--- config.mk ---
export PLATFORM = sky130hd
export DESIGN_NAME = tcia_cell
export DESIGN_NICKNAME = d
export VERILOG_FILES = /design/src/rtl/tcia_pkg.sv /design/src/rtl/tcia_cell.sv
export SDC_FILE = /design/constraint.sdc
export NUM_CORES = 1
export LEC_CHECK = 0
export ABC_AREA = 0
export BUFFER_PORTS_ARGS = -buffer_cell sky130_fd_sc_hd__clkbuf_2
export CAP_MARGIN = 10
export CORE_MARGIN = 1.5
export CORE_UTILIZATION = 45
export CTS_CLUSTER_DIAMETER = 50
export DETAILED_ROUTE_END_ITERATION = 10
export PLACE_DENSITY = 0.88
export SYNTH_ARGS = -nofsm -noshare
export SYNTH_HDL_FRONTEND = slang
export SYNTH_SLANG_ARGS = --single-unit
--- constraint.sdc ---
create_clock -name clock -period 17.2 [get_ports clock]
set_input_delay 3.44 -clock clock [delete_from_list [all_inputs] [get_ports clock]]
set_output_delay 3.44 -clock clock [all_outputs]
set_load 0.01 [all_outputs]
--- src/rtl/tcia_pkg.sv ---
// Shared types, codes and constants for the typed checked integer ALU.
package tcia_pkg;

   localparam int DataWidth = 32;
   localparam int QuotWidth = 32;
   localparam int OpWidth = 3;
   localparam int TagWidth = 2;
   localparam int StatusWidth = 2;

   localparam logic signed [63:0] I8_HI = 64'sd127;
   localparam logic signed [63:0] I8_LO = -64'sd128;
   localparam logic signed [63:0] I16_HI = 64'sd32767;
   localparam logic signed [63:0] I16_LO = -64'sd32768;
   localparam logic signed [63:0] I32_HI = 64'sd2147483647;
   localparam logic signed [63:0] I32_LO = -64'sd2147483648;

   typedef enum logic [OpWidth-1:0] {
      OP_ADD = 3'd0,
      OP_SUB = 3'd1,
      OP_MUL = 3'd2,
      OP_DIV = 3'd3,
      OP_REM = 3'd4
   } op_type;

   typedef enum logic [TagWidth-1:0] {
      TAG_I8 = 2'd0,
      TAG_I16 = 2'd1,
      TAG_I32 = 2'd2
   } tag_type;

   typedef enum logic [StatusWidth-1:0] {
      ST_OK = 2'd0,
      ST_OVER = 2'd1,
      ST_UNDER = 2'd2,
      ST_DIVZ = 2'd3
   } status_type;

   typedef enum logic [1:0] {
      KIND_DIRECT = 2'd0,
      KIND_DIV = 2'd1,
      KIND_REM = 2'd2
   } kind_type;

   // one item traveling through the divider cells
   typedef struct packed {
      logic valid;
      kind_type kind;
      tag_type tag;
      logic [StatusWidth-1:0] status;
      logic signed [63:0] direct;
      logic neg_q;
      logic neg_r;
      logic [DataWidth-1:0] rem;
      logic [DataWidth-1:0] quo;
      logic [DataWidth-1:0] den;
   } cell_type;

   function automatic tag_type tag_norm(input logic [TagWidth-1:0] t);
      tag_type r;
      r = (t == 2'd3) ? TAG_I32 : tag_type'(t);
      return r;
   endfunction

   function automatic logic [StatusWidth-1:0] range_check(input logic signed [63:0] v,
                                                          input tag_type t);
      logic signed [63:0] mx;
      logic signed [63:0] mn;
      mx = (t == TAG_I8) ? I8_HI : (t == TAG_I16) ? I16_HI : I32_HI;
      mn = (t == TAG_I8) ? I8_LO : (t == TAG_I16) ? I16_LO : I32_LO;
      if (v > mx) return ST_OVER;
      if (v < mn) return ST_UNDER;
      return ST_OK;
   endfunction

   function automatic logic [DataWidth-1:0] wrap_out(input logic signed [63:0] v,
                                                     input tag_type t);
      logic [DataWidth-1:0] r;
      unique case (t)
         TAG_I8: r = {{24{v[7]}}, v[7:0]};
         TAG_I16: r = {{16{v[15]}}, v[15:0]};
         default: r = v[31:0];
      endcase
      return r;
   endfunction

endpackage

--- src/rtl/tcia_cell.sv ---
// One restoring-division cell: retires one quotient bit per cycle while the chain advances.
module tcia_cell import tcia_pkg::*; (
   input logic clock,
   input logic reset,
   input logic advance,
   input cell_type in,
   output cell_type out
);
   cell_type out_in, out_ff;
   logic [DataWidth:0] trial;
   logic [DataWidth-1:0] shifted;

   always_comb begin
      out_in = in;
      shifted = {in.rem[DataWidth-2:0], in.quo[DataWidth-1]};
      trial = {in.rem, in.quo[DataWidth-1]} - {1'b0, in.den};
      if (!trial[DataWidth]) begin
         out_in.rem = trial[DataWidth-1:0];
         out_in.quo = {in.quo[DataWidth-2:0], 1'b1};
      end else begin
         out_in.rem = shifted;
         out_in.quo = {in.quo[DataWidth-2:0], 1'b0};
      end
   end

   always_ff @(posedge clock) begin
      if (reset) begin
         out_ff.valid <= 1'b0;
      end else if (advance) begin
         out_ff <= out_in;
      end
   end

   assign out = out_ff;
endmodule

==> impl_metrics.yaml <==
sta:
  finalHoldViolCount: 0
  maxSlewHeadroom: 0.292
  tightest_slew_ns: 1.06
  finalSetupViolations: 0
  max_freq_mhz: 157
  fin_ws_ns: 10.83
  rsz0062_at_grt: "no"
  layout_min_cycle_time_ns: 6.37
  setup-tns-final_ns: 0
  fin_skew_ns: 0
  slew_viol_final: 0
  post-route-period-util: 0.370
yosys:
  synth-edff-count: 168
  syn-num-nets: 721
  synth_top_area_share: 0.666
  synth.avg_cell_area_um2: 14.7
  synth_top_cell_by_area: "edfxtp_1"
  netlist_area_um2: 7570
  ys.flop_type: "edfxtp_1"
  ys_ff_latch: 169
  yosys-top-cells-area: "edfxtp_1, ha_1, mux2_4"
  postSynthCellCount: 516
  synth_cell_types: 50
  yosysSeqAreaShare: 0.669
  ys_async_sr_fraction: 0
  ys_warn_count: 0
worst_hold_path:
  min_from: "out[168]"
  hold_path.class: "reg -> reg"
  whs_endpoint: "out[168]"
  min_path_cells: 2
global_routing:
  grt_antenna_before_repair: 2
  grt_start_max_net_pins: 86
  grt_pass1_vias: 5512
  grt_pass1_wl_mm: 32.1
  grt-ovfl-total: 0
  track_usage: 0.247
critical_path:
  worstReg2RegEnd: "out[168]"
  reg2reg_setup_slack_ns: 16.59
  critPathCaptureType: "flip-flop"
  critPathKind: "in -> reg"
  critPathRequiredTime_ns: 17.37
  worstPathArrival_ns: 6.54
  critPathLaunchType: "input pin"
  crit_fanout: 25
  rr_startpoint: "out[168]"
  ff2ff_path_depth: 2
floorplan:
  die_w_um: 133
  die_h_um: 133
  num_rows: 47
  core_um2: 16500
  start_util: 0.458
  dieArea_um2: 17600
  ios: 341
pwr:
  p_int_uw: 825
  pwr-share-clk: 0.375
  peakVddDrop_uv: 64.3
  combPwrFrac: 0.173
  switchingPower_uw: 282
  swShare: 0.255
  powerDensity_nw_per_um2: 109
  p_leak_nw: 4.61
  seqPwrFrac: 0.452
final_layout:
  layout_common_cells: "clkbuf_2, edfxtp_1, inv_1, a21oi_1, ha_1"
  layout_commonest_cell: "clkbuf_2"
  finalNetCount: 1073
  antenna_cells: 0
  n_fill_cell: 1300
  largest_reg_flops: 169
  layout-drive-gt1-share: 0.467
  final_cells: 1101
  syn2layout_area_growth_pct: 34.2
route:
  vias: 5676
  ant_nets: 0
  drt-total-wl_mm: 22.3
  drc: 0
  drtIter0Drc: 495
  routedWlPerCell_um: 20.2
  drt-pass1-iter-count: 5
  vias_per_cell: 5.16
clocking:
  ctsHoldBuffers: 0
  cts_setup_buffers: 0
  cts_resized: 0
  clk-insertion-delay-late_ns: 0.43
  cts_buffers: 17
  clockBufferDepth: 2
  cts_max_level: 4
  cts-root-buf: "clkbuf_16"
  cts.clk_slew.worst_paths_ns: 0.07
  clock-sinks: 169
  cts_tree: "done"
place:
  gp_congestion: 0.870
  dp_slack_ns: 10.39
  portBuffers: 340
  dp_cells: 1069
  hpwl_mm: 17.4
outcome:
  status: "finished, final reports clean"
flow_run:
  drv_cap: 0
worst max-delay path by stage:
stage                 from       to
detailed placement   in[0]  out[66]
finish               in[0]  out[95]
global placement    in[63]  out[66]
global route        in[63]  out[95]
floorplan            reset   out[0]
CTS                  in[0]  out[66]
area by class of cell:
class	count	area, µm²	share of cell area
Clock buffer	18	429	0.0422
Clock inverter	14	209	0.0206
Multi-Input combinational cell	298	2310	0.227
Timing Repair Buffer	344	1730	0.170
Sequential cell	169	5060	0.498
Tap cell	220	275	0.0271
Inverter	38	143	0.0140
cells by family (layout without fill, tap and decap cells):
kind of cell | after synthesis | after routing | synth area share
flops | 169 | 169 | 0.669
xor+xnor | 23 | 23 | 0.0266
mux | 34 | 34 | 0.0620
fa+ha+maj | 33 | 33 | 0.0555
compound gates | 107 | 107 | 0.0904
simple gates | 101 | 101 | 0.0689
buf+inv | 49 | 414 | 0.0278
through the flow:
stage	utilization	power, mW	hold slack, ns	area [µm²]
6_report	0.615	1.11	0.534	10200
5_1_grt	0.615	1.14	0.562	10200
4_1_cts	0.615	1.11	0.543	10200
3_5_place_dp	0.576	0.699	0.517	9520
3_3_place_gp	0.576	0.694	0.481	9520
2_1_floorplan	-	0.627	0.528	7570
worst max-delay path, cell delays in order:
cell	delay (ns)
clkbuf_2	0.10
ha_1	0.22
fa_1	0.40
nand2b_1	0.18
a21oi_1	0.23
o211ai_1	0.18
a21oi_1	0.22
o31a_2	0.20
mux2i_1	0.11
nor2_4	0.34
buf_4	0.50
mux2_2	0.39
cell usage after synthesis (4+ instances only):
| master | n |
|---|---|
| inv_1 | 38 |
| nand2b_1 | 8 |
| nor2b_1 | 6 |
| clkbuf_1 | 5 |
| o211ai_1 | 6 |
| nand4_1 | 6 |
| o21a_1 | 5 |
| ha_1 | 32 |
| nand3_1 | 10 |
| mux2i_1 | 6 |
| nand2_1 | 27 |
| xnor2_1 | 13 |
| and3_1 | 4 |
| edfxtp_1 | 168 |
| xor2_1 | 10 |
| o21bai_1 | 5 |
| nor2_1 | 19 |
| o21ai_0 | 17 |
| nor3_1 | 4 |
| a21o_1 | 18 |
| a21oi_1 | 38 |
| mux2_4 | 25 |
power by group through the flow:
stage / logic, mW / clock network [mW] / registers, mW
finish: 0.191 / 0.415 / 0.500
CTS: 0.192 / 0.422 / 0.501
detailed placement: 0.190 / 0 / 0.509
global placement: 0.187 / 0 / 0.508
floorplan: 0.0978 / 0 / 0.529
global route: 0.205 / 0.435 / 0.503
routing by layer:
metal	track usage	vias up	wire, µm	part of all wire
li1	-	2653	-	-
met1	0.312	2737	9150	0.41
met2	0.414	243	10900	0.49
met3	0.0632	39	1610	0.072
met4	0.0916	4	556	0.025
met5	0	-	20	0.00090
Note: power is estimated with default switching activity, not from simulation.
