===== src/rtl/tcia_pkg.sv =====
// Shared types, codes and constants for the typed checked integer ALU.
package tcia_pkg;

   localparam int DataWidth = 32;
   localparam int QuotWidth = 32;
   localparam int OpWidth = 3;
   localparam int TagWidth = 2;
   localparam int StatusWidth = 2;

   localparam logic signed [63:0] I8_HI = 64'sd127;
   localparam logic signed [63:0] I8_LO = -64'sd128;
   localparam logic signed [63:0] I16_HI = 64'sd32767;
   localparam logic signed [63:0] I16_LO = -64'sd32768;
   localparam logic signed [63:0] I32_HI = 64'sd2147483647;
   localparam logic signed [63:0] I32_LO = -64'sd2147483648;

   typedef enum logic [OpWidth-1:0] {
      OP_ADD = 3'd0,
      OP_SUB = 3'd1,
      OP_MUL = 3'd2,
      OP_DIV = 3'd3,
      OP_REM = 3'd4
   } op_type;

   typedef enum logic [TagWidth-1:0] {
      TAG_I8 = 2'd0,
      TAG_I16 = 2'd1,
      TAG_I32 = 2'd2
   } tag_type;

   typedef enum logic [StatusWidth-1:0] {
      ST_OK = 2'd0,
      ST_OVER = 2'd1,
      ST_UNDER = 2'd2,
      ST_DIVZ = 2'd3
   } status_type;

   typedef enum logic [1:0] {
      KIND_DIRECT = 2'd0,
      KIND_DIV = 2'd1,
      KIND_REM = 2'd2
   } kind_type;

   // one item traveling through the divider cells
   typedef struct packed {
      logic valid;
      kind_type kind;
      tag_type tag;
      logic [StatusWidth-1:0] status;
      logic signed [63:0] direct;
      logic neg_q;
      logic neg_r;
      logic [DataWidth-1:0] rem;
      logic [DataWidth-1:0] quo;
      logic [DataWidth-1:0] den;
   } cell_type;

   function automatic tag_type tag_norm(input logic [TagWidth-1:0] t);
      tag_type r;
      r = (t == 2'd3) ? TAG_I32 : tag_type'(t);
      return r;
   endfunction

   function automatic logic [StatusWidth-1:0] range_check(input logic signed [63:0] v,
                                                          input tag_type t);
      logic signed [63:0] mx;
      logic signed [63:0] mn;
      mx = (t == TAG_I8) ? I8_HI : (t == TAG_I16) ? I16_HI : I32_HI;
      mn = (t == TAG_I8) ? I8_LO : (t == TAG_I16) ? I16_LO : I32_LO;
      if (v > mx) return ST_OVER;
      if (v < mn) return ST_UNDER;
      return ST_OK;
   endfunction

   function automatic logic [DataWidth-1:0] wrap_out(input logic signed [63:0] v,
                                                     input tag_type t);
      logic [DataWidth-1:0] r;
      unique case (t)
         TAG_I8: r = {{24{v[7]}}, v[7:0]};
         TAG_I16: r = {{16{v[15]}}, v[15:0]};
         default: r = v[31:0];
      endcase
      return r;
   endfunction

endpackage


===== src/rtl/tcia_front.sv =====
// Operand check, widening, add/sub/multiply and divider setup stage.
module tcia_front import tcia_pkg::*; (
   input logic clock,
   input logic reset,
   input logic advance,
   input logic in_valid,
   input logic [OpWidth-1:0] op,
   input logic [TagWidth-1:0] type_a,
   input logic signed [DataWidth-1:0] value_a,
   input logic [TagWidth-1:0] type_b,
   input logic signed [DataWidth-1:0] value_b,
   output cell_type out
);
   tag_type ta, tb, tr;
   logic [StatusWidth-1:0] sa, sb;
   logic signed [63:0] a64, b64;
   logic signed [63:0] prod;
   logic [DataWidth-1:0] mag_a, mag_b;
   cell_type out_in, out_ff;

   always_comb begin
      ta = tag_norm(type_a);
      tb = tag_norm(type_b);
      tr = (ta > tb) ? ta : tb;
      a64 = 64'(value_a);
      b64 = 64'(value_b);
      prod = value_a * value_b;
      sa = range_check(a64, ta);
      sb = range_check(b64, tb);
      mag_a = value_a[31] ? (~value_a + 32'd1) : value_a;
      mag_b = value_b[31] ? (~value_b + 32'd1) : value_b;
      out_in = '0;
      out_in.valid = in_valid;
      out_in.tag = tr;
      out_in.kind = KIND_DIRECT;
      out_in.den = mag_b;
      out_in.quo = mag_a;
      out_in.neg_q = value_a[31] ^ value_b[31];
      out_in.neg_r = value_a[31];
      if (sa != ST_OK) begin
         out_in.status = sa;
      end else if (sb != ST_OK) begin
         out_in.status = sb;
      end else begin
         case (op)
            OP_ADD: begin
               out_in.direct = a64 + b64;
               out_in.status = range_check(out_in.direct, tr);
            end
            OP_SUB: begin
               out_in.direct = a64 - b64;
               out_in.status = range_check(out_in.direct, tr);
            end
            OP_MUL: begin
               out_in.direct = prod;
               out_in.status = range_check(out_in.direct, tr);
            end
            OP_DIV, OP_REM: begin
               if (value_b == '0) begin
                  out_in.status = ST_DIVZ;
               end else begin
                  out_in.kind = (op == OP_DIV) ? KIND_DIV : KIND_REM;
               end
            end
            default: out_in.status = ST_OK;
         endcase
      end
   end

   always_ff @(posedge clock) begin
      if (reset) begin
         out_ff.valid <= 1'b0;
      end else if (advance) begin
         out_ff <= out_in;
      end
   end

   assign out = out_ff;
endmodule


===== config.mk =====
export PLATFORM = sky130hd
export DESIGN_NAME = tcia_front
export DESIGN_NICKNAME = d
export VERILOG_FILES = /design/src/rtl/tcia_pkg.sv /design/src/rtl/tcia_front.sv
export SDC_FILE = /design/constraint.sdc
export NUM_CORES = 2
export LEC_CHECK = 0
export ABC_AREA = 0
export BUFFER_PORTS_ARGS = -buffer_cell sky130_fd_sc_hd__buf_2
export CORE_ASPECT_RATIO = 0.75
export CORE_MARGIN = 3
export CORE_UTILIZATION = 59
export CTS_CLUSTER_DIAMETER = 100
export DETAILED_ROUTE_END_ITERATION = 7
export MAX_ROUTING_LAYER = met4
export PLACE_DENSITY = 0.8
export SLEW_MARGIN = 40
export SYNTH_ARGS = -nofsm -noshare
export SYNTH_HDL_FRONTEND = slang
export SYNTH_SLANG_ARGS = --single-unit

===== constraint.sdc =====
create_clock -name clock -period 9.3 [get_ports clock]
set_input_delay 0.93 -clock clock [delete_from_list [all_inputs] [get_ports clock]]
set_output_delay 0.93 -clock clock [all_outputs]
set_load 0.01 [all_outputs]

==> run summary <==
DP Area - 60000 um^2
Post-synthesis cell type count - 82
Worst skew pair latency - 500 ps
Register area share after synthesis - 0.0776
Synth-to-Final Area Change - 16.4%
Kind of critical path - in2reg
Slack of the critical path - 147 ps
Crit end category - flop
Num CTS Buffers - 17
Top cells by area, synth - fa_1 41%, ha_1 12%, inv_1 8.4%, edfxtp_1 7.7%, and2_1 5.1%
Max reg flops - 137
Num rows - 94
Post-place setup slack - -897 ps
RSZ-0062 raised after global routing - true
Worst-Margin Slew - 888 ps
CTS tree - yes
Setup-failing EPs final - 0
Largest family of logic cells by synthesized area - adder cells
Vias per cell - 5.88
CTS Sinks - 137
Routed length per instance - 23.9 um
Detailed-route DRC error count - 0
Post-Syn Area - 52900 um^2
Max_cap viols - 0
Vias in the first global route - 47.5k
Final Skew - 0 ps
Register bit total from synthesis - 137
Top_reg_cell synth - edfxtp_1
Fmax - 109 MHz
CP most frequent cell - fa_1
Slowest cell on the critical path - fa_1
Antenna Violating Nets Remaining - 0
H-Tree Depth - 4
GRT Resource Usage Total - 0.420
Routability cong. - 1.05
Drt total wl - 186000 um
Share of Yosys cell area claimed by the top area cell type - 0.410
Core area - 88300 um^2
Worst Path Required - 9530 ps
Core Util, Final - 0.697
Largest net degree at the start of global routing - 74
CTS max path bufs - 2
Post-DP HPWL - 159000 um
NumNets Final - 8230
Synth Area in Adders - 0.528
Post-route cell area - 61600 um^2
DRT iter0 DRCs - 4471
Critical Path Start Type - primary input
Reg clk slew, reported paths - 60 ps
Area leader, netlist - fa_1
Fraction of layout cells with a size suffix above 1 - 0.176
Initial antenna violation count - 14
Post-synth ARST share - 0
First-pass GRT wire length - 285000 um
Most frequent cells after synthesis - 1183 x inv_1, 1084 x fa_1, 640 x nand2_1
Final min period - 9150 ps
IO Count - 244
Root Buffer - clkbuf_16
Chip height - 265 um
Synth Area in Simple Gates - 0.161
Rel. slew slack - 0.403
Synth Area in Compound Gates - 0.0916
Slew Limit Fails - 0
Number of synthesized flops with an enable pin - 136
Setup_tns - 0 ps
Initial Util - 0.599
Congestion Overflow GR - 0
Mapped Cells - 5911
Worst hold path class - reg2reg
Status - finished, final reports clean
Via count - 45.9k
Port Buffers - 211
Pre-antenna DRT Iters - 6
CP top delay family - adder cells
Crit path buf inv count - 10
Die Wd - 352 um
Ys Warns - 0
CP peak stage delay - 580 ps
Final hold vios - 0
Leading cell type by number of instances after synthesis - inv_1
Xor-xnor portion of the synthesized cell area - 0.0285
Fillers - 6763
Syn Area/Cell - 8.95 um^2
CP arrival - 9380 ps
Period utilisation layout - 0.984
Die ar. - 93300 um^2
Crit-path max FO - 13
Post-synthesis mux area share - 0.00374
[through the flow]
stage / instances / hold slack [ps]
floorplan: 5942 / 528
global placement: 7744 / 471
detailed placement: 7744 / 497
CTS: 7776 / 512
global route: 7802 / 545
finish: 7805 / 502
[cell type report]
type                            instances  area (um^2)  share of cell area
Multi-Input combinational cell       4284        43800               0.711
Timing Repair Buffer                  947         7090               0.115
Inverter                             1188         4470              0.0725
Sequential cell                       137         4100              0.0666
Tap cell                             1200         1500              0.0244
Clock buffer                           17          425             0.00691
Clock inverter                         15          163             0.00264
Antenna cell                           17         42.5            0.000691
[routing by layer]
layer,global-route usage,wire length [um],vias up
li1,-,-,19600
met1,0.537,70000,22700
met2,0.611,80700,2881
met3,0.127,24300,633
met4,0.203,11400,0
met5,-,0,-
[cells in the final DEF (no fill, tap or decap), drive strengths merged, types with 21 or more instances in the layout]
| cell type | synthesis | final |
|---|---|---|
| nor4 | 36 | 36 |
| ha | 496 | 496 |
| o31ai | 30 | 30 |
| nor2 | 264 | 264 |
| nand2 | 640 | 640 |
| xor2 | 35 | 35 |
| fa | 1084 | 1084 |
| o21a | 27 | 27 |
| a21o | 55 | 55 |
| buf | 46 | 939 |
| o21bai | 48 | 48 |
| and3 | 21 | 21 |
| conb | 1 | 32 |
| o211ai | 31 | 31 |
| nor2b | 33 | 33 |
| nand4 | 50 | 50 |
| clkbuf | 287 | 25 |
| or3 | 31 | 31 |
| and2 | 429 | 429 |
| edfxtp | 136 | 136 |
| a211oi | 24 | 24 |
| o21ai | 147 | 147 |
| a21oi | 264 | 264 |
| nor3 | 55 | 55 |
| nand3 | 45 | 45 |
| inv | 1184 | 1190 |
| nand2b | 51 | 51 |
| xnor2 | 137 | 137 |
[tightest hold or removal path: cells and delay by family, from the launching register on]
kind / cells / cell delay (ps)
DFF: 1 / 330
muxes: 1 / 70
and+or+nand+nor: 1 / 80
[repair_timing]
item,CTS,global route
setup endpoints to repair,2,4
pin swaps,1,78
resized for setup,7,234
setup buffers,0,12
hold buffers,0,0
endpoints found under the hold margin,0,0
[cell families (layout without fill, tap and decap cells)]
group           count (synthesis)  after routing
mux                            19             19
simple gates                 1718           1718
flops                         137            137
buf+inv                      1521           2167
xor+xnor                      172            172
compound gates                763            763
other cells                     1             49
fa+ha+maj                    1580           1580
[worst paths after layout]
path	from	end	slack, ps	depth (start not counted)
setup reg to reg	out[168]	out[168]	8720	2
hold reg to reg	out[168]	out[168]	500	2
setup / recovery	value_b[7]	out[162]	150	31
hold / removal	out[168]	out[168]	500	2
Power is left out: the tool's default activity adds up to more than one toggle a clock period on the data nets, which glitch-free logic cannot reach.
