===== config.mk =====
export PLATFORM = sky130hd
export DESIGN_NAME = tcia_back
export DESIGN_NICKNAME = d
export VERILOG_FILES = /design/src/rtl/tcia_pkg.sv /design/src/rtl/tcia_back.sv
export SDC_FILE = /design/constraint.sdc
export NUM_CORES = 1
export LEC_CHECK = 0
export BUFFER_PORTS_ARGS = -buffer_cell sky130_fd_sc_hd__buf_2
export CORE_ASPECT_RATIO = 1.1
export CORE_MARGIN = 4
export CORE_UTILIZATION = 52
export DETAILED_ROUTE_END_ITERATION = 10
export PLACE_DENSITY = 0.91
export SLEW_MARGIN = 40
export SYNTH_ARGS = -nofsm -noshare
export SYNTH_HDL_FRONTEND = slang
export SYNTH_SLANG_ARGS = --single-unit

===== constraint.sdc =====
create_clock -name vclk -period 14.1
set_clock_uncertainty 0.2 [all_clocks]
set_input_delay 3.525 -clock vclk [all_inputs]
set_output_delay 3.525 -clock vclk [all_outputs]
set_load 0.01 [all_outputs]

===== src/rtl/tcia_pkg.sv =====
// Shared types, codes and constants for the typed checked integer ALU.
package tcia_pkg;

   localparam int DataWidth = 32;
   localparam int QuotWidth = 32;
   localparam int OpWidth = 3;
   localparam int TagWidth = 2;
   localparam int StatusWidth = 2;

   localparam logic signed [63:0] I8_HI = 64'sd127;
   localparam logic signed [63:0] I8_LO = -64'sd128;
   localparam logic signed [63:0] I16_HI = 64'sd32767;
   localparam logic signed [63:0] I16_LO = -64'sd32768;
   localparam logic signed [63:0] I32_HI = 64'sd2147483647;
   localparam logic signed [63:0] I32_LO = -64'sd2147483648;

   typedef enum logic [OpWidth-1:0] {
      OP_ADD = 3'd0,
      OP_SUB = 3'd1,
      OP_MUL = 3'd2,
      OP_DIV = 3'd3,
      OP_REM = 3'd4
   } op_type;

   typedef enum logic [TagWidth-1:0] {
      TAG_I8 = 2'd0,
      TAG_I16 = 2'd1,
      TAG_I32 = 2'd2
   } tag_type;

   typedef enum logic [StatusWidth-1:0] {
      ST_OK = 2'd0,
      ST_OVER = 2'd1,
      ST_UNDER = 2'd2,
      ST_DIVZ = 2'd3
   } status_type;

   typedef enum logic [1:0] {
      KIND_DIRECT = 2'd0,
      KIND_DIV = 2'd1,
      KIND_REM = 2'd2
   } kind_type;

   // one item traveling through the divider cells
   typedef struct packed {
      logic valid;
      kind_type kind;
      tag_type tag;
      logic [StatusWidth-1:0] status;
      logic signed [63:0] direct;
      logic neg_q;
      logic neg_r;
      logic [DataWidth-1:0] rem;
      logic [DataWidth-1:0] quo;
      logic [DataWidth-1:0] den;
   } cell_type;

   function automatic tag_type tag_norm(input logic [TagWidth-1:0] t);
      tag_type r;
      r = (t == 2'd3) ? TAG_I32 : tag_type'(t);
      return r;
   endfunction

   function automatic logic [StatusWidth-1:0] range_check(input logic signed [63:0] v,
                                                          input tag_type t);
      logic signed [63:0] mx;
      logic signed [63:0] mn;
      mx = (t == TAG_I8) ? I8_HI : (t == TAG_I16) ? I16_HI : I32_HI;
      mn = (t == TAG_I8) ? I8_LO : (t == TAG_I16) ? I16_LO : I32_LO;
      if (v > mx) return ST_OVER;
      if (v < mn) return ST_UNDER;
      return ST_OK;
   endfunction

   function automatic logic [DataWidth-1:0] wrap_out(input logic signed [63:0] v,
                                                     input tag_type t);
      logic [DataWidth-1:0] r;
      unique case (t)
         TAG_I8: r = {{24{v[7]}}, v[7:0]};
         TAG_I16: r = {{16{v[15]}}, v[15:0]};
         default: r = v[31:0];
      endcase
      return r;
   endfunction

endpackage


===== src/rtl/tcia_back.sv =====
// Sign fix, range check and wrap of quotient and remainder; direct results keep their front-end status.
module tcia_back import tcia_pkg::*; (
   input cell_type in,
   output logic [TagWidth-1:0] result_type,
   output logic [DataWidth-1:0] result_value,
   output logic [StatusWidth-1:0] status
);
   logic signed [63:0] q64, r64, v;

   always_comb begin
      q64 = {32'd0, in.quo};
      r64 = {32'd0, in.rem};
      if (in.neg_q) q64 = -q64;
      if (in.neg_r) r64 = -r64;
      result_type = in.tag;
      case (in.kind)
         KIND_DIV: v = q64;
         KIND_REM: v = r64;
         default: v = in.direct;
      endcase
      if (in.kind == KIND_DIRECT) begin
         status = in.status;
         result_value = (in.status == ST_OK || in.status == ST_OVER ||
                         in.status == ST_UNDER) && in.direct != 64'sd0
                        ? wrap_out(v, in.tag) : '0;
      end else begin
         status = range_check(v, in.tag);
         result_value = wrap_out(v, in.tag);
      end
   end
endmodule

==> results of run 1 <==
[logic make-up (layout without fill, tap and decap cells)]
| group | count (synthesis) | in the layout |
|---|---|---|
| AND/OR/NAND/NOR | 189 | 189 |
| adder cells (fa/ha/maj) | 70 | 70 |
| multiplexers | 4 | 4 |
| AO/OA/AOI/OAI | 170 | 170 |
| XOR/XNOR | 58 | 58 |
| buffers and inverters | 51 | 198 |
[per-layer routing]
metal | up-vias | GRT usage [%] | share of wire, %
li1 | 2363 | - | -
met1 | 2298 | 35.3 | 40
met2 | 272 | 52.7 | 48
met3 | 33 | 4.16 | 9.1
met4 | 0 | 7.89 | 2.6
met5 | - | 0 | 0
[cell type report]
type	instances	share of cell area, %
timing repair buffer	174	18.7
tap	85	2.26
inverter	24	1.92
multi-input combinational	491	77.2
[critical path: cells and delay by family]
kind            cells  cell delay (ns)
compound gates      4             1.07
fa+ha+maj           1             0.41
simple gates        8             2.97
xor+xnor            1             0.25
buf+inv             2             0.29
[worst paths after layout]
kind  startpoint             end  slack, ns  cells after the start
max       in[73]       status[0]       1.86                     16
min      in[164]  result_type[0]       7.07                      2
[stage by stage]
step / hold slack (ns) / instances / utilization (%)
finish: 7.07 / 774 / 66.3
global route: 7.09 / 774 / 66.3
floorplan: 6.94 / 542 / -
CTS: 7.07 / 774 / 66.3
global placement: 7.07 / 774 / 66.3
detailed placement: 7.07 / 774 / 66.3
[cell usage in the layout (no fill, tap or decap), types with 5 or more instances in the layout]
master / synthesis / layout
nand2b_1: 5 / 5
o221ai_1: 9 / 9
ha_1: 70 / 70
nor2_1: 55 / 55
o21ai_0: 33 / 33
nor3_1: 12 / 12
nor4_1: 25 / 25
o21a_1: 16 / 16
buf_2: 1 / 172
inv_1: 23 / 23
xor2_1: 22 / 22
or4_1: 12 / 12
xnor2_1: 36 / 36
nand3_1: 5 / 5
o31ai_1: 17 / 17
nand2_1: 25 / 25
a221oi_1: 12 / 12
nor2b_1: 10 / 10
a22oi_1: 5 / 5
a21oi_1: 31 / 31
nand4_1: 15 / 15
a221o_1: 5 / 5
or3_1: 9 / 9
o41ai_1: 9 / 9
[power by group through the flow]
stage	registers (mW)	logic (mW)	clock network, mW
5_1_grt	0	0.206	0
2_1_floorplan	0	0.114	0
3_3_place_gp	0	0.177	0
3_5_place_dp	0	0.183	0
4_1_cts	0	0.184	0
6_report	0	0.187	0
==> results.sh, run 1 <==
export IMPL_clockBufferCount=0
export IMPL_synth_xor_area_share_pct=13.2
export IMPL_ant_nets=0
export IMPL_synth_compound_gate_area_share_pct=31.1
export IMPL_first_iter_violations=315
export IMPL_post_synthesis_share_of_cell_area_spent_on_and_or_nand_and_nor_gates_pct=26.1
export IMPL_power_sequential_fraction_pct=0
export IMPL_cellLeakagePower_nw=2.16
export IMPL_cp_common_cell="or4_1"
export IMPL_cts_repair_resize_count=0
export IMPL_number_of_antenna_diodes=0
export IMPL_crit_path_max_fanout=5
export IMPL_initial_utilization_pct=54.2
export IMPL_max_slew_margin_pct=47.2
export IMPL_worstSetupStartpointType="input port"
export IMPL_synth_area_mm2=0.00384
export IMPL_fin_setup_tns_ns=0
export IMPL_synth_warnings=0
export IMPL_die_area_mm2=0.00883
export IMPL_multi_input_comb_area_mm2=0.00362
export IMPL_core_rowCount=32
export IMPL_max_slew_violation_count=0
export IMPL_cts_hold_buffers=0
export IMPL_place_gp_congestion=0.990
export IMPL_seq_area_frac_synth_pct=0
export IMPL_final_period_utilization_pct=86.8
export IMPL_synth_top_cells_by_count="70 x ha_1, 55 x nor2_1, 36 x xnor2_1, 33 x o21ai_0, 31 x a21oi_1"
export IMPL_worst_path_largest_cell_delay_ns=0.53
export IMPL_synth_largest_type_area_fraction_pct=22.8
export IMPL_post_synth_top_count_cell="ha_1"
export IMPL_grt_start_max_net_pins=37
export IMPL_combinational_family_with_the_most_area_after_synthesis="compound AO/OA/AOI/OAI gates"
export IMPL_post_synth_top_area_cell="ha_1"
export IMPL_report_power_total_mw=0.187
export IMPL_place_area_mm2=0.00470
export IMPL_area_growth_syn_to_layout_pct=22.2
export IMPL_final_setup_viol_count=0
export IMPL_final_min_clock_period_ns=12.24
export IMPL_vdd_ir_drop_worst_v=0.0000240
export IMPL_hold_violation_total_from_the_final_report=0
export IMPL_worst_hold_path_type="input port to primary output"
export IMPL_ys_top_cells_by_area="ha_1 23%, xnor2_1 8.2%, nor2_1 5.4%"
export IMPL_register_area_um2=0
export IMPL_grt_util_all_layers_pct=28.9
export IMPL_grt_pass1_wl_mm=21.9
export IMPL_clock_network_power_share_pct=0
export IMPL_max_cap_viol_count=0
export IMPL_post_route_cells_drive_above_1_share_pct=27.0
export IMPL_comb_power_share_pct=100.0
export IMPL_via_count_of_the_first_global_routing_pass=4759
export IMPL_post_dp_hpwl_mm=11.5
export IMPL_fillerInstances=625
export IMPL_crit_type="input port to primary output"
export IMPL_max_clock_freq_mhz=81.7
export IMPL_synth_distinct_cells=62
export IMPL_fin_nets=930
export IMPL_number_of_optimization_iterations_in_the_first_detailed_route_pass=5
export IMPL_status="complete, no violations"
export IMPL_cp_cell_sequence="buf_2, or4_1, or2_1, nor4_1, nand2_1, o41ai_1, xor2_1, o221ai_1, ha_1, nand3_1, or3_1, or4_1, or4_1, o31ai_1, a311oi_1, buf_2"
export IMPL_floorplan_io_pins=205
export IMPL_rsz_0062_raised_after_global_routing="false"
export IMPL_total_global_routing_overflow=0
export IMPL_post_place_ws_ns=1.94
export IMPL_dr_total_vias=4966
export IMPL_netlist_instances=542
export IMPL_end_kind="primary output"
export IMPL_postSynthNetCount=781
export IMPL_numPortBuffers=172
export IMPL_finalWorstSetupSlack_ns=1.86
export IMPL_cp_data_arrival_time_ns=8.51
export IMPL_synth_area_per_inst_um2=7.09
export IMPL_wl_per_cell_um=17.6
export IMPL_post_cts_setup_buffer_count=0
export IMPL_antenna_found_initial=0
export IMPL_fin_area_mm2=0.00470
export IMPL_switching_power_mw=0.110
export IMPL_synth_adder_area_share_pct=22.8
export IMPL_flops_and_latches=0
export IMPL_detail_route_drc_violations=0
export IMPL_power_density_cell_area_mw_per_mm2=39.9
export IMPL_critical_path_slowest_cell="or4_1"
export IMPL_route_final_wire_length_mm=13.6
export IMPL_core_area_mm2=0.00709
export IMPL_power_internal_mw=0.0776
export IMPL_via_per_inst=6.42
export IMPL_worst_endpoint_required_ns=10.38
export IMPL_worst_slew_pin_transition_ns=0.792
export IMPL_power_switching_fraction_pct=58.5
export IMPL_synthMuxAreaShare_pct=1.11
export IMPL_floorplan_die_height_um=98.1
export IMPL_width_of_the_chip_um=89.9
Note: power is estimated with default switching activity, not from simulation.
==> inputs of run 2 (changes only) <==
--- a/config.mk
+++ b/config.mk
@@ -11,6 +11,7 @@
 export CORE_UTILIZATION = 52
 export DETAILED_ROUTE_END_ITERATION = 10
 export PLACE_DENSITY = 0.91
+export RECOVER_POWER = 50
 export SLEW_MARGIN = 40
 export SYNTH_ARGS = -nofsm -noshare
 export SYNTH_HDL_FRONTEND = slang
==> results.sh, run 2 (same netlist as run 1, synthesis figures left out) <==
export IMPL_post_route_cells_drive_above_1_share_pct=24.4
export IMPL_fin_util_pct=65.9
export IMPL_numPortBuffers=172
export IMPL_cp_cell_sequence="buf_2, inv_1, ha_1, clkinv_1, clkbuf_1, a221oi_1, nor2_1, ha_1, or4_1, nor4_1, nand3b_1, or4_1, or4_1, o31ai_1, a311oi_1, buf_2"
export IMPL_post_dp_hpwl_mm=11.5
export IMPL_hold_violation_total_from_the_final_report=0
export IMPL_failed_checks="max-capacitance violations, max-slew violations"
export IMPL_final_period_utilization_pct=89.3
export IMPL_worst_path_largest_cell_delay_ns=1.12
export IMPL_cts_repair_resize_count=0
export IMPL_dpl_cell_count=774
export IMPL_cts_hold_buffers=0
export IMPL_max_cap_viol_count=2
export IMPL_cp_data_arrival_time_ns=8.87
export IMPL_max_slew_violation_count=74
export IMPL_max_clock_freq_mhz=79.4
export IMPL_fin_nets=930
export IMPL_rsz_0062_raised_after_global_routing="false"
export IMPL_worst_hold_path_type="input port to primary output"
export IMPL_initial_utilization_pct=54.2
export IMPL_number_of_antenna_diodes=0
export IMPL_end_kind="primary output"
export IMPL_cellLeakagePower_nw=2.10
export IMPL_grt_util_all_layers_pct=28.9
export IMPL_grt_start_max_net_pins=37
export IMPL_finish_cell_count_without_fillers=774
export IMPL_max_slew_margin_pct=-3.35
export IMPL_via_per_inst=6.39
export IMPL_route_final_wire_length_mm=13.7
export IMPL_worstSetupStartpointType="input port"
export IMPL_leading_cell_type_in_the_layout_fill_and_taps_excluded="buf_2"
export IMPL_core_area_mm2=0.00709
export IMPL_place_gp_congestion=0.990
export IMPL_critical_path_slowest_cell="clkbuf_1"
export IMPL_number_of_optimization_iterations_in_the_first_detailed_route_pass=5
export IMPL_grt_pass1_wl_mm=21.9
export IMPL_floorplan_io_pins=205
export IMPL_timing_critical_path_buf_inv=5
export IMPL_final_setup_viol_count=0
export IMPL_finalWorstSetupSlack_ns=1.51
export IMPL_clockBufferCount=0
export IMPL_post_cts_setup_buffer_count=0
export IMPL_flops_and_latches=0
export IMPL_detail_route_drc_violations=0
export IMPL_wl_per_cell_um=17.7
export IMPL_dr_total_vias=4943
export IMPL_power_density_cell_area_mw_per_mm2=39.8
export IMPL_crit_type="input port to primary output"
export IMPL_status="finished with violations"
export IMPL_crit_path_max_fanout=36
export IMPL_first_iter_violations=301
export IMPL_floorplan_die_height_um=98.1
export IMPL_antenna_found_initial=0
export IMPL_total_global_routing_overflow=0
export IMPL_core_rowCount=32
export IMPL_area_growth_syn_to_layout_pct=21.6
export IMPL_final_cell_mix="155 x buf_2, 70 x ha_1, 55 x nor2_1"
export IMPL_ant_nets=0
export IMPL_fin_setup_tns_ns=0
export IMPL_vdd_ir_drop_worst_v=0.0000242
export IMPL_post_place_ws_ns=1.94
export IMPL_register_area_um2=0
export IMPL_cp_common_cell="or4_1"
export IMPL_via_count_of_the_first_global_routing_pass=4759
export IMPL_worst_endpoint_required_ns=10.38
export IMPL_worst_slew_pin_transition_ns=1.55
export IMPL_width_of_the_chip_um=89.9
export IMPL_die_area_mm2=0.00883
export IMPL_final_min_clock_period_ns=12.59
export IMPL_cp_top_family="simple AND/OR/NAND/NOR gates"
run 2: cell count changes in the layout (fill, tap and decap cells not counted):
cell      before  now
buf_2        172  155
buf_4          2    1
clkbuf_1       0   18
run 2: final timing paths:
kind	from	to	slack, ns	cells after the start
worst max-delay path	in[166]	status[0]	1.51	16
worst min-delay path	in[164]	result_type[0]	7.08	2
run 2: layout make-up:
| type | instances | area [um2] |
|---|---|---|
| inverter | 24 | 90.1 |
| multi-input combinational | 491 | 3620 |
| timing repair buffer | 174 | 851 |
| tap | 85 | 106 |
| fill | 641 | 2420 |
run 2: where the power goes:
part | switching [mW] | internal (mW) | total, mW
combinational | 0.110 | 0.0759 | 0.186
clock | 0 | 0 | 0
sequential | 0 | 0 | 0
run 2: per-stage QoR:
stage / area [um2] / power [mW] / hold WS, ns
final: 4670 / 0.186 / 7.08
after global placement: 4700 / 0.177 / 7.07
after floorplan: 3840 / 0.114 / 6.94
after CTS: 4700 / 0.184 / 7.07
after detailed placement: 4700 / 0.183 / 7.07
after global routing: 4670 / 0.204 / 7.10
run 2: per-layer routing:
| metal | wire, um | track usage (%) |
|---|---|---|
| met5 | 0 | 0 |
| met4 | 334 | 7.89 |
| met3 | 1250 | 4.16 |
| met2 | 6650 | 52.7 |
| met1 | 5470 | 35.3 |
==> inputs of run 3 (changes only) <==
--- a/config.mk
+++ b/config.mk
@@ -11,7 +11,7 @@
 export CORE_UTILIZATION = 52
 export DETAILED_ROUTE_END_ITERATION = 10
 export PLACE_DENSITY = 0.91
-export RECOVER_POWER = 50
+export RECOVER_POWER = 100
 export SLEW_MARGIN = 40
 export SYNTH_ARGS = -nofsm -noshare
 export SYNTH_HDL_FRONTEND = slang
==> results.sh, run 3 (same netlist as run 1, synthesis figures left out) <==
export IMPL_status="finished with violations"
export IMPL_failed_checks="max-capacitance violations, max-slew violations"
export IMPL_floorplan_die_height_um=98.1
export IMPL_final_period_utilization_pct=89.2
export IMPL_die_area_mm2=0.00883
export IMPL_worst_hold_path_type="input port to primary output"
export IMPL_initial_utilization_pct=54.2
export IMPL_detail_route_drc_violations=0
export IMPL_wl_per_cell_um=17.7
export IMPL_via_count_of_the_first_global_routing_pass=4759
export IMPL_max_slew_violation_count=74
export IMPL_numPortBuffers=172
export IMPL_final_min_clock_period_ns=12.57
export IMPL_first_iter_violations=283
export IMPL_crit_path_max_fanout=36
export IMPL_cts_hold_buffers=0
export IMPL_number_of_optimization_iterations_in_the_first_detailed_route_pass=5
export IMPL_cp_common_cell="or4_1"
export IMPL_floorplan_io_pins=205
export IMPL_post_dp_hpwl_mm=11.5
export IMPL_via_per_inst=6.35
export IMPL_final_cell_mix="137 x buf_2, 70 x ha_1, 55 x nor2_1"
export IMPL_post_route_cells_drive_above_1_share_pct=21.8
export IMPL_grt_pass1_wl_mm=21.9
export IMPL_width_of_the_chip_um=89.9
export IMPL_max_cap_viol_count=2
export IMPL_area_growth_syn_to_layout_pct=21.0
export IMPL_flops_and_latches=0
export IMPL_leading_cell_type_in_the_layout_fill_and_taps_excluded="buf_2"
export IMPL_critical_path_slowest_cell="clkbuf_1"
export IMPL_worst_endpoint_required_ns=10.38
export IMPL_fin_area_mm2=0.00465
export IMPL_grt_start_max_net_pins=37
export IMPL_fin_util_pct=65.6
export IMPL_place_area_mm2=0.00470
export IMPL_post_cts_setup_buffer_count=0
export IMPL_hold_violation_total_from_the_final_report=0
export IMPL_fin_nets=930
export IMPL_cp_cell_sequence="buf_2, inv_1, ha_1, clkinv_1, clkbuf_1, a221oi_1, nor2_1, ha_1, or4_1, nor4_1, nand3b_1, or4_1, or4_1, o31ai_1, a311oi_1, clkbuf_1"
export IMPL_worst_path_largest_cell_delay_ns=1.14
export IMPL_register_area_um2=0
export IMPL_worst_slew_pin_transition_ns=1.57
export IMPL_route_final_wire_length_mm=13.7
export IMPL_end_kind="primary output"
export IMPL_max_slew_margin_pct=-4.87
export IMPL_fin_setup_tns_ns=0
export IMPL_cts_repair_resize_count=0
export IMPL_grt_util_all_layers_pct=28.9
export IMPL_vdd_ir_drop_worst_v=0.0000241
export IMPL_power_density_cell_area_mw_per_mm2=39.6
export IMPL_cp_data_arrival_time_ns=8.85
export IMPL_rsz_0062_raised_after_global_routing="false"
export IMPL_final_setup_viol_count=0
export IMPL_crit_type="input port to primary output"
export IMPL_worstSetupStartpointType="input port"
export IMPL_antenna_found_initial=0
export IMPL_max_clock_freq_mhz=79.5
export IMPL_ant_nets=0
export IMPL_fillerInstances=657
export IMPL_dr_total_vias=4917
export IMPL_place_gp_congestion=0.990
export IMPL_clockBufferCount=0
export IMPL_number_of_antenna_diodes=0
export IMPL_cellLeakagePower_nw=2.04
export IMPL_total_global_routing_overflow=0
export IMPL_core_area_mm2=0.00709
export IMPL_core_rowCount=32
## run 3: cell count changes in the layout (fill, tap and decap cells not counted), sizes merged
cell    change
clkbuf     +18
buf        -18
## run 3: worst max-delay path, delay by kind of cell
family,cells,cell delay (ns)
AOI/OAI and AO/OA,3,0.56
and+or+nand+nor,6,2.27
buffers and inverters,5,1.56
adders and majority gates,2,0.92
## run 3: metrics by stage
step	total power [mW]	cells	setup WS [ns]	hold WS, ns
4_1_cts	0.184	774	1.92	7.07
6_report	0.184	774	1.53	7.08
3_5_place_dp	0.183	774	1.94	7.07
3_3_place_gp	0.177	774	1.98	7.07
2_1_floorplan	0.114	542	2.67	6.94
5_1_grt	0.203	774	1.25	7.10
## run 3: area by class of cell
cell class                 count  area [um2]  area share, %
multi-input combinational    491        3620           78.0
timing repair buffer         174         828           17.8
tap                           85         106           2.29
inverter                      24        90.1           1.94
## run 3: metal layers
metal  up-vias  part of all wire [%]  GRT usage [%]
li1       2363                     -              -
met1      2269                    40           35.3
met2       258                    49           52.7
met3        27                   9.2           4.16
met4         0                   2.3           7.89
met5         -                     0              0
## run 3: worst paths after layout
kind,start,to,cells past startpoint
worst max-delay path,in[166],status[0],16
worst min-delay path,in[164],result_type[0],2
## run 3: power breakdown
group          switching (mW)  total [mW]  internal [mW]
Combinational           0.110       0.184         0.0739
Clock                       0           0              0
Sequential                  0           0              0
Total                   0.110       0.184         0.0739
